--- src/design/lir_pkg.sv ---
// ----------------------------------------------------------------------------
// lir_pkg - shared types and constants of the linear interpolation resampler
// Field widths, register codes, controller states and the command and status
// bundles that pass between the controller and the datapath.
// ----------------------------------------------------------------------------
package lir_pkg;

  // Fixed field and register widths
  localparam int SMP_W     = 16;
  localparam int CFG_W     = 21;
  localparam int CNT_W     = 21;
  localparam int PADDR_W   = 3;
  localparam int PDATA_W   = 32;

  // Outputs per input request are capped; the counter must hold the cap itself
  localparam int MAX_OUT   = 40;
  localparam int OUTCNT_W  = $clog2(MAX_OUT + 1);

  // Default geometry
  localparam int DEF_INDEX_WIDTH = 20;
  localparam int DEF_FRAC_BITS   = 16;

  // Register reset values: 1.0 in Q16
  localparam logic [CFG_W-1:0] STEP_RESET = CFG_W'(65536);
  localparam logic [CFG_W-1:0] OPI_RESET  = CFG_W'(65536);

  // Register select (word index within the port)
  localparam logic REG_STEP = 1'b0;
  localparam logic REG_OPI  = 1'b1;

  typedef enum logic [2:0] {
    ST_IDLE,
    ST_TMUL,
    ST_TRND,
    ST_EVAL,
    ST_MUL,
    ST_OUT
  } lir_state_t;

  // Controller to datapath
  typedef struct packed {
    logic take_in;     // latch the incoming request
    logic tgt_mul;     // form n_in * out_per_in
    logic tgt_rnd;     // round the product into the output target
    logic load_op;     // load interpolation operands, advance position
    logic use_lerp;    // interpolate, else pass the current sample
    logic mul;         // multiply difference by fraction
    logic put_out;     // load the output register
    logic out_final;   // mark the loaded output as last
    logic end_item;    // commit a non-last request
    logic clear_clip;  // drop all clip state after the last request
  } lir_cmd_t;

  // Datapath to controller
  typedef struct packed {
    logic have_prev;
    logic last;
    logic lt_limit;     // position below the current sample index
    logic below_tgt;    // outputs emitted still below the target
    logic next_at_tgt;  // one more output reaches the target
    logic out_free;     // output register can take a value this cycle
  } lir_sts_t;

endpackage

--- src/design/lir_ctrl.sv ---
// ----------------------------------------------------------------------------
// lir_ctrl - sequencer of the linear interpolation resampler
// Takes one input request at a time, walks the output loop through the evaluate,
// multiply and output states and issues commands to the datapath.
// ----------------------------------------------------------------------------
module lir_ctrl (
  input  logic              clk,
  input  logic              rst_n,
  input  logic              in_valid,
  input  logic              in_last,
  output logic              in_ready,
  input  lir_pkg::lir_sts_t sts,
  output lir_pkg::lir_cmd_t cmd
);

  lir_pkg::lir_state_t               state_r, state_nxt;
  logic [lir_pkg::OUTCNT_W-1:0]      count_r, count_nxt;
  logic                              final_r, final_nxt;
  logic                              at_cap;
  logic                              emit;
  logic                              is_final;

  // Hold state, per-request output count and the last-output mark
  always_ff @(posedge clk) begin
    if (!rst_n) begin
      state_r <= lir_pkg::ST_IDLE;
      count_r <= '0;
      final_r <= 1'b0;
    end else begin
      state_r <= state_nxt;
      count_r <= count_nxt;
      final_r <= final_nxt;
    end
  end

  assign at_cap = (count_r == lir_pkg::OUTCNT_W'(lir_pkg::MAX_OUT));

  // Decide whether the loop emits another output
  always_comb begin
    if (sts.last) begin
      emit     = !at_cap && (sts.below_tgt || (count_r == '0));
      is_final = (count_r == lir_pkg::OUTCNT_W'(lir_pkg::MAX_OUT - 1)) || sts.next_at_tgt;
    end else begin
      emit     = sts.have_prev && sts.lt_limit && !at_cap;
      is_final = 1'b0;
    end
  end

  // Next state and commands
  always_comb begin
    state_nxt = state_r;
    count_nxt = count_r;
    final_nxt = final_r;
    in_ready  = 1'b0;
    cmd       = '0;
    case (state_r)
      lir_pkg::ST_IDLE: begin
        in_ready = 1'b1;
        if (in_valid) begin
          cmd.take_in = 1'b1;
          count_nxt   = '0;
          state_nxt   = in_last ? lir_pkg::ST_TMUL : lir_pkg::ST_EVAL;
        end
      end
      lir_pkg::ST_TMUL: begin
        cmd.tgt_mul = 1'b1;
        state_nxt   = lir_pkg::ST_TRND;
      end
      lir_pkg::ST_TRND: begin
        cmd.tgt_rnd = 1'b1;
        state_nxt   = lir_pkg::ST_EVAL;
      end
      lir_pkg::ST_EVAL: begin
        if (emit) begin
          cmd.load_op  = 1'b1;
          cmd.use_lerp = sts.have_prev && sts.lt_limit;
          count_nxt    = count_r + lir_pkg::OUTCNT_W'(1);
          final_nxt    = is_final;
          state_nxt    = lir_pkg::ST_MUL;
        end else begin
          cmd.clear_clip = sts.last;
          cmd.end_item   = !sts.last;
          state_nxt      = lir_pkg::ST_IDLE;
        end
      end
      lir_pkg::ST_MUL: begin
        cmd.mul   = 1'b1;
        state_nxt = lir_pkg::ST_OUT;
      end
      lir_pkg::ST_OUT: begin
        if (sts.out_free) begin
          cmd.put_out   = 1'b1;
          cmd.out_final = final_r;
          state_nxt     = lir_pkg::ST_EVAL;
        end
      end
      default: begin
        state_nxt = lir_pkg::ST_IDLE;
      end
    endcase
  end

endmodule

--- src/design/lir_dp.sv ---
// ----------------------------------------------------------------------------
// lir_dp - datapath of the linear interpolation resampler
// Clip state, output target, interpolation multiplier and the output register.
// ----------------------------------------------------------------------------
module lir_dp #(
  parameter int INDEX_WIDTH = lir_pkg::DEF_INDEX_WIDTH,
  parameter int FRAC_BITS   = lir_pkg::DEF_FRAC_BITS
) (
  input  logic                                clk,
  input  logic                                rst_n,
  input  logic signed [lir_pkg::SMP_W-1:0]    in_sample,
  input  logic                                in_last,
  input  logic        [lir_pkg::CFG_W-1:0]    step_q16,
  input  logic        [lir_pkg::CFG_W-1:0]    out_per_in_q16,
  input  lir_pkg::lir_cmd_t                   cmd,
  output lir_pkg::lir_sts_t                   sts,
  output logic                                out_valid,
  input  logic                                out_ready,
  output logic signed [lir_pkg::SMP_W-1:0]    out_sample,
  output logic                                out_last
);

  localparam int SW     = lir_pkg::SMP_W;
  localparam int PH_W   = INDEX_WIDTH + FRAC_BITS;
  localparam int PS_W   = ((PH_W > lir_pkg::CFG_W) ? PH_W : lir_pkg::CFG_W) + 1;
  localparam int TP_W   = INDEX_WIDTH + 1 + lir_pkg::CFG_W;
  localparam int TS_W   = TP_W + 1;
  localparam int TGT_W  = TS_W - FRAC_BITS;
  localparam int CMP_W  = (TGT_W > lir_pkg::CNT_W) ? TGT_W : lir_pkg::CNT_W;
  localparam int MP_W   = SW + 1 + FRAC_BITS + 1;
  localparam int ACC_W  = MP_W + 1;

  // Clip state
  logic signed [SW-1:0]            prev_r, prev_nxt;
  logic                            have_prev_r, have_prev_nxt;
  logic [INDEX_WIDTH-1:0]          index_r, index_nxt;
  logic [PH_W-1:0]                 phase_r, phase_nxt;
  logic [lir_pkg::CNT_W-1:0]       emitted_r, emitted_nxt;
  // Request and arithmetic payload
  logic signed [SW-1:0]            cur_r, cur_nxt;
  logic                            last_r, last_nxt;
  logic [TP_W-1:0]                 tprod_r, tprod_nxt;
  logic [TGT_W-1:0]                target_r, target_nxt;
  logic signed [SW-1:0]            s0_r, s0_nxt;
  logic signed [SW:0]              diff_r, diff_nxt;
  logic [FRAC_BITS-1:0]            frac_r, frac_nxt;
  logic signed [MP_W-1:0]          mprod_r, mprod_nxt;
  // Output register
  logic                            out_valid_r, out_valid_nxt;
  logic signed [SW-1:0]            out_sample_r, out_sample_nxt;
  logic                            out_last_r, out_last_nxt;

  logic [PH_W-1:0]                 limit;
  logic [PS_W-1:0]                 phase_sum;
  logic [lir_pkg::CNT_W-1:0]       emitted_inc;
  logic [INDEX_WIDTH:0]            n_in;
  logic [TS_W-1:0]                 tsum;
  logic [TGT_W-1:0]                tgt_raw;
  logic signed [ACC_W-1:0]         acc;
  logic signed [ACC_W-1:0]         quo;
  logic signed [ACC_W-1:0]         quo_tz;

  // Position of the current input sample and saturating advances
  assign limit       = {index_r, {FRAC_BITS{1'b0}}};
  assign phase_sum   = PS_W'(phase_r) + PS_W'(step_q16);
  assign emitted_inc = (&emitted_r) ? emitted_r : emitted_r + lir_pkg::CNT_W'(1);
  assign n_in        = {1'b0, index_r} + (INDEX_WIDTH+1)'(1);

  // Round n_in * out_per_in to an output count, at least one
  assign tsum    = {1'b0, tprod_r} + (TS_W'(1) << (FRAC_BITS - 1));
  assign tgt_raw = tsum[TS_W-1:FRAC_BITS];

  // s0 * 2^F + (s1 - s0) * f, divided by 2^F with truncation toward zero
  assign acc    = (ACC_W'(s0_r) <<< FRAC_BITS) + ACC_W'(mprod_r);
  assign quo    = acc >>> FRAC_BITS;
  assign quo_tz = quo + ACC_W'(acc[ACC_W-1] && (|acc[FRAC_BITS-1:0]));

  // Status towards the controller
  assign sts.have_prev   = have_prev_r;
  assign sts.last        = last_r;
  assign sts.lt_limit    = (phase_r < limit);
  assign sts.below_tgt   = (CMP_W'(emitted_r) < CMP_W'(target_r));
  assign sts.next_at_tgt = (CMP_W'(emitted_inc) >= CMP_W'(target_r));
  assign sts.out_free    = !out_valid_r || out_ready;

  always_comb begin
    prev_nxt       = prev_r;
    have_prev_nxt  = have_prev_r;
    index_nxt      = index_r;
    phase_nxt      = phase_r;
    emitted_nxt    = emitted_r;
    cur_nxt        = cur_r;
    last_nxt       = last_r;
    tprod_nxt      = tprod_r;
    target_nxt     = target_r;
    s0_nxt         = s0_r;
    diff_nxt       = diff_r;
    frac_nxt       = frac_r;
    mprod_nxt      = mprod_r;
    out_valid_nxt  = out_valid_r && !out_ready;
    out_sample_nxt = out_sample_r;
    out_last_nxt   = out_last_r;

    // Latch the request
    if (cmd.take_in) begin
      cur_nxt  = in_sample;
      last_nxt = in_last;
    end
    // Output target for the last request
    if (cmd.tgt_mul) begin
      tprod_nxt = TP_W'(n_in) * TP_W'(out_per_in_q16);
    end
    if (cmd.tgt_rnd) begin
      target_nxt = (tgt_raw == '0) ? TGT_W'(1) : tgt_raw;
    end
    // Load operands and advance position and output count
    if (cmd.load_op) begin
      if (cmd.use_lerp) begin
        s0_nxt   = prev_r;
        diff_nxt = (SW+1)'(cur_r) - (SW+1)'(prev_r);
      end else begin
        s0_nxt   = cur_r;
        diff_nxt = '0;
      end
      frac_nxt    = phase_r[FRAC_BITS-1:0];
      phase_nxt   = (|phase_sum[PS_W-1:PH_W]) ? {PH_W{1'b1}} : phase_sum[PH_W-1:0];
      emitted_nxt = emitted_inc;
    end
    if (cmd.mul) begin
      mprod_nxt = MP_W'(diff_r) * $signed({1'b0, frac_r});
    end
    // Load the output register
    if (cmd.put_out) begin
      out_valid_nxt  = 1'b1;
      out_sample_nxt = quo_tz[SW-1:0];
      out_last_nxt   = cmd.out_final;
    end
    // Commit a non-last request
    if (cmd.end_item) begin
      prev_nxt      = cur_r;
      have_prev_nxt = 1'b1;
      index_nxt     = (&index_r) ? index_r : index_r + INDEX_WIDTH'(1);
    end
    // Drop the clip after its last request
    if (cmd.clear_clip) begin
      prev_nxt      = '0;
      have_prev_nxt = 1'b0;
      index_nxt     = '0;
      phase_nxt     = '0;
      emitted_nxt   = '0;
    end
  end

  // Control state and clip state
  always_ff @(posedge clk) begin
    if (!rst_n) begin
      prev_r      <= '0;
      have_prev_r <= 1'b0;
      index_r     <= '0;
      phase_r     <= '0;
      emitted_r   <= '0;
      last_r      <= 1'b0;
      out_valid_r <= 1'b0;
    end else begin
      prev_r      <= prev_nxt;
      have_prev_r <= have_prev_nxt;
      index_r     <= index_nxt;
      phase_r     <= phase_nxt;
      emitted_r   <= emitted_nxt;
      last_r      <= last_nxt;
      out_valid_r <= out_valid_nxt;
    end
  end

  // Payload
  always_ff @(posedge clk) begin
    cur_r        <= cur_nxt;
    tprod_r      <= tprod_nxt;
    target_r     <= target_nxt;
    s0_r         <= s0_nxt;
    diff_r       <= diff_nxt;
    frac_r       <= frac_nxt;
    mprod_r      <= mprod_nxt;
    out_sample_r <= out_sample_nxt;
    out_last_r   <= out_last_nxt;
  end

  assign out_valid  = out_valid_r;
  assign out_sample = out_sample_r;
  assign out_last   = out_last_r;

endmodule

--- src/design/linear_interp_resampler.sv ---
// ----------------------------------------------------------------------------
// linear_interp_resampler - linear interpolation sample rate converter
// Resamples a clip of signed 16-bit mono samples by a Q16 phase step and
// emits the tail up to the rounded output count on the clip's last sample.
//
//   channel  direction  handshake             payload
//   in       input      in_valid / in_ready   in_sample, in_last
//   out      output     out_valid / out_ready out_sample, out_last
//   cfg      input      psel/penable/pready   paddr, pwdata, pwrite, prdata
//
// Each output passes the evaluate, multiply and output steps; the last request
// first runs the output-count multiply and rounding steps.
// Each output goes through the single interpolation multiplier.
// in_ready is high only while the sequencer is idle; the output register lets
// the next request enter while the last result still waits.
// A low out_ready stretches the output step; no more than 40 outputs follow
// one request. Reset (rst_n low, synchronous) clears the clip and sets both
// registers to 1.0.
// ----------------------------------------------------------------------------
module linear_interp_resampler #(
  parameter int INDEX_WIDTH = lir_pkg::DEF_INDEX_WIDTH,
  parameter int FRAC_BITS   = lir_pkg::DEF_FRAC_BITS
) (
  input  logic                                 clk,
  input  logic                                 rst_n,
  input  logic                                 in_valid,
  output logic                                 in_ready,
  input  logic signed [lir_pkg::SMP_W-1:0]     in_sample,
  input  logic                                 in_last,
  output logic                                 out_valid,
  input  logic                                 out_ready,
  output logic signed [lir_pkg::SMP_W-1:0]     out_sample,
  output logic                                 out_last,
  input  logic                                 psel,
  input  logic                                 penable,
  input  logic                                 pwrite,
  input  logic        [lir_pkg::PADDR_W-1:0]   paddr,
  input  logic        [lir_pkg::PDATA_W-1:0]   pwdata,
  output logic        [lir_pkg::PDATA_W-1:0]   prdata,
  output logic                                 pready
);

  logic [lir_pkg::CFG_W-1:0] step_r, step_nxt;
  logic [lir_pkg::CFG_W-1:0] opi_r, opi_nxt;
  logic                      wr_en;
  lir_pkg::lir_cmd_t         cmd;
  lir_pkg::lir_sts_t         sts;

  // Register port: write in the access phase, read back by word index
  assign pready = 1'b1;
  assign wr_en  = psel && penable && pwrite && pready;

  always_comb begin
    step_nxt = step_r;
    opi_nxt  = opi_r;
    if (wr_en) begin
      case (paddr[2])
        lir_pkg::REG_STEP: step_nxt = pwdata[lir_pkg::CFG_W-1:0];
        lir_pkg::REG_OPI:  opi_nxt  = pwdata[lir_pkg::CFG_W-1:0];
        default: begin
          step_nxt = step_r;
        end
      endcase
    end
  end

  always_comb begin
    case (paddr[2])
      lir_pkg::REG_STEP: prdata = lir_pkg::PDATA_W'(step_r);
      lir_pkg::REG_OPI:  prdata = lir_pkg::PDATA_W'(opi_r);
      default:           prdata = '0;
    endcase
  end

  always_ff @(posedge clk) begin
    if (!rst_n) begin
      step_r <= lir_pkg::STEP_RESET;
      opi_r  <= lir_pkg::OPI_RESET;
    end else begin
      step_r <= step_nxt;
      opi_r  <= opi_nxt;
    end
  end

  lir_ctrl u_ctrl (
    .clk      (clk),
    .rst_n    (rst_n),
    .in_valid (in_valid),
    .in_last  (in_last),
    .in_ready (in_ready),
    .sts      (sts),
    .cmd      (cmd)
  );

  lir_dp #(
    .INDEX_WIDTH (INDEX_WIDTH),
    .FRAC_BITS   (FRAC_BITS)
  ) u_dp (
    .clk            (clk),
    .rst_n          (rst_n),
    .in_sample      (in_sample),
    .in_last        (in_last),
    .step_q16       (step_r),
    .out_per_in_q16 (opi_r),
    .cmd            (cmd),
    .sts            (sts),
    .out_valid      (out_valid),
    .out_ready      (out_ready),
    .out_sample     (out_sample),
    .out_last       (out_last)
  );

endmodule

--- config.mk ---
export PLATFORM = sky130hd
export DESIGN_NAME = linear_interp_resampler
export DESIGN_NICKNAME = d
export VERILOG_FILES = /design/src/design/lir_pkg.sv /design/src/design/lir_ctrl.sv /design/src/design/lir_dp.sv /design/src/design/linear_interp_resampler.sv
export SDC_FILE = /design/constraint.sdc
export NUM_CORES = 2
export LEC_CHECK = 0
export BUFFER_PORTS_ARGS = -buffer_cell sky130_fd_sc_hd__buf_2
export CAP_MARGIN = 25
export CORE_MARGIN = 5
export CORE_UTILIZATION = 35
export CTS_CLUSTER_SIZE = 25
export DETAILED_ROUTE_END_ITERATION = 10
export SYNTH_ARGS = -nofsm -noshare
export SYNTH_HDL_FRONTEND = slang
export SYNTH_HIERARCHICAL = 1
export SYNTH_SLANG_ARGS = --single-unit
--- constraint.sdc ---
create_clock -name clk -period 8.3 [get_ports clk]
set_clock_uncertainty 0.05 [all_clocks]
set_input_delay 1.245 -clock clk [delete_from_list [all_inputs] [get_ports clk]]
set_output_delay 1.245 -clock clk [all_outputs]
set_load 0.1 [all_outputs]
==> flow_summary.toml <==
[run_status]
status = "finished, final reports clean"

[clock_tree]
cts_hold_buf = 0
path_clk_slew_ns = 0.06
clkSinkCount = 318
numCtsBuffers = 38
cts_tree = "built"
clock_path_buffers = 3
clockRootBuffer = "clkbuf_16"
worstSkewPairLatency_ns = 0.56
htreeDepth = 2

[timing]
fmax_mhz = 124
fin_crit_ns = 8.06
rsz0062_at_grt = "true"
whs_ns = 0.403
hold_viol_final = 0
worstMarginPinSlew_ns = 1.03
fin_crit_sh_pct = 97.1
setup-violations-final = 0
slew_headroom_pct = 31.0
drv_slew = 0

[yosys]
synth_top_area_share_pct = 30.6
synth_flop_cell = "edfxtp_1"
synth_warnings = 6
ys_seq_area_share_pct = 19.3
ys_ff_latch = 318
synthCells = 4419
ys_top_cells_by_area = "fa_1, edfxtp_1, ha_1"
synth_top_cell_by_area = "fa_1"
avgSynthCellArea_um2 = 9.46
synth_edf_count = 170
synth_cell_types = 92
synth_area_mm2 = 0.0418
synth-async-reset-ratio_pct = 0

[layout]
fin_util_pct = 39.0
layout_commonest_cell = "inv_1"
drive_gt1_share_pct = 9.11
finalNetCount = 5552
fin_area_mm2 = 0.0462
syn2layout_area_growth_pct = 10.5
layout_common_cells = "inv_1, fa_1, nand2_1, and2_1, ha_1"

[pwr]
peakVddDrop_mv = 0.112
cellPowerDensity_mw_per_mm2 = 85.0
power_uw = 3930
switching_share_pct = 26.6
p_comb_share_pct = 12.2
p_leak_uw = 0.0220
cellInternalPower_uw = 2880
p_seq_share_pct = 44.9
p_sw_uw = 1050
clkPwrFrac_pct = 42.9

[global_route]
grt_overflow = 0
grt_pass1_vias = 31000
use_met1_pct = 22.0
track_usage_pct = 16.0
grt_use_met2_pct = 27.6
grt.busiest_layer = "met2"
grt_pass1_wl_um = 165000
grt_max_degree = 80
antenna_found_initial = 5
met3_usage_pct = 2.13

[floorplanning]
core_mm2 = 0.118
fp.dieArea_mm2 = 0.127
die_w_um = 356
die_h_um = 356
rows = 126
pin_count = 111
start_util_pct = 35.3

[worst_setup_path]
crit_required_ns = 8.56
cp_max_fo = 8
end_kind = "flip-flop"
crit_arrival_ns = 8.31
start_kind = "flip-flop"
crit_type = "reg2reg"
worst_path_most_repeated_cell = "fa_1"
slowest_stage = "fa_2"
slowest_delay_ns = 0.59

[routing]
ant_nets = 0
routedWlPerCell_um = 16.4
vias_per_cell = 4.81
finalWirelength_um = 101000
drt_iter0_drc = 1261
vias = 29500
drc_errors = 0
firstDrtPassIters = 5

[hold_path]
hold_class = "reg2reg"

[placement]
place_congestion = 0.856
port_buffers = 85
place_area_mm2 = 0.0446
hpwl_um = 82300

[run]
max_cap_viol_count = 0
[critical path: cells and delay by family (launching register included)]
family          cells  cell delay, ns
compound gates      3            0.50
xor+xnor            2            0.31
flops               1            0.37
fa+ha+maj           8            3.62
buf+inv             4            0.46
simple gates       11            2.50
[logic make-up after synthesis]
| logic type | Yosys count | synth area share [%] |
|---|---|---|
| buffers and inverters | 1017 | 9.45 |
| other | 2 | 0.0180 |
| AOI/OAI and AO/OA | 437 | 6.82 |
| muxes | 97 | 2.43 |
| DFF | 318 | 19.3 |
| adders and majority gates | 997 | 41.3 |
| and+or+nand+nor | 1340 | 16.3 |
| xor gates and xnor gates | 211 | 4.42 |
[final cells by class]
class                   count  area, um2
diodes                      3       7.51
clock inverters            12        119
flip-flops and latches    318       8080
multi-input cells        3094      30200
repair buffers            222       1540
inverters                 822       3090
well taps                1600       2000
fillers                 11700      72200
clock buffers              56       1150
[flip-flops by register name (all words and copies together) (netlist names), 3 cells and up]
register / count
opi_r: 21
step_r: 21
u_ctrl/count_r: 6
u_ctrl/state_r: 3
u_dp/cur_r: 16
u_dp/diff_r: 17
u_dp/emitted_r: 21
u_dp/frac_r: 16
u_dp/index_r: 20
u_dp/mprod_r: 34
u_dp/out_sample: 16
u_dp/phase_r: 36
u_dp/prev_r: 16
u_dp/s0_r: 16
u_dp/target_r: 27
u_dp/tprod_r: 27
[power by group through the flow]
| stage | Clock (uW) | Combinational (uW) | Sequential, uW |
|---|---|---|---|
| finish | 1690 | 480 | 1760 |
| global route | 1800 | 535 | 1770 |
| CTS | 1740 | 483 | 1760 |
| detailed placement | 0 | 479 | 1800 |
| global placement | 0 | 472 | 1800 |
| floorplan | 0 | 376 | 1760 |
[metrics by stage]
stage / setup WS (ns) / instances / TNS [ns]
after floorplan: 0.0556 / 4429 / 0
after global placement: -0.134 / 6049 / -0.435
after detailed placement: -0.200 / 6050 / -0.788
after CTS: 0.0638 / 6119 / 0
after global routing: -0.0466 / 6124 / -0.129
final: 0.245 / 6127 / 0
[synthesized netlist by cell type (10+ instances only)]
master	n
a211oi_1	25
a21o_1	58
a21oi_1	118
a31oi_1	25
and2_1	381
and3_1	36
buf_2	14
buf_4	16
clkbuf_1	155
dfxtp_1	148
edfxtp_1	170
fa_1	639
ha_1	358
inv_1	822
mux2_2	37
mux2i_1	60
nand2_1	521
nand2b_1	22
nand3_1	55
nand4_1	32
nor2_1	139
nor2b_1	43
nor3_1	23
nor4_1	11
o211ai_1	12
o21a_1	24
o21ai_0	87
o21bai_1	10
or3_1	16
xnor2_1	141
xor2_1	70
[path summary, 6_finish.rpt]
path,startpoint,to,slack (ns),cells past startpoint
worst max-delay path,u_dp/index_r[1],u_dp/tprod_r[41],0.24,28
worst min-delay path,u_ctrl/final_r,u_ctrl/final_r,0.40,2
worst max register to register,u_dp/index_r[1],u_dp/tprod_r[41],0.24,28
worst min register to register,u_ctrl/final_r,u_ctrl/final_r,0.40,2
[timing repair]
item / CTS / global route
endpoints found under the setup margin: 8 / 12
resized for setup: 6 / 49
setup buffers: 1 / 5
pin swaps: 2 / 29
[layer usage]
metal | wire, um | part of all wire [%]
met1 | 46100 | 46
met5 | 38 | 0.038
met3 | 4630 | 4.6
met2 | 48500 | 48
met4 | 1450 | 1.4
Power figures use the tool's default switching activity.
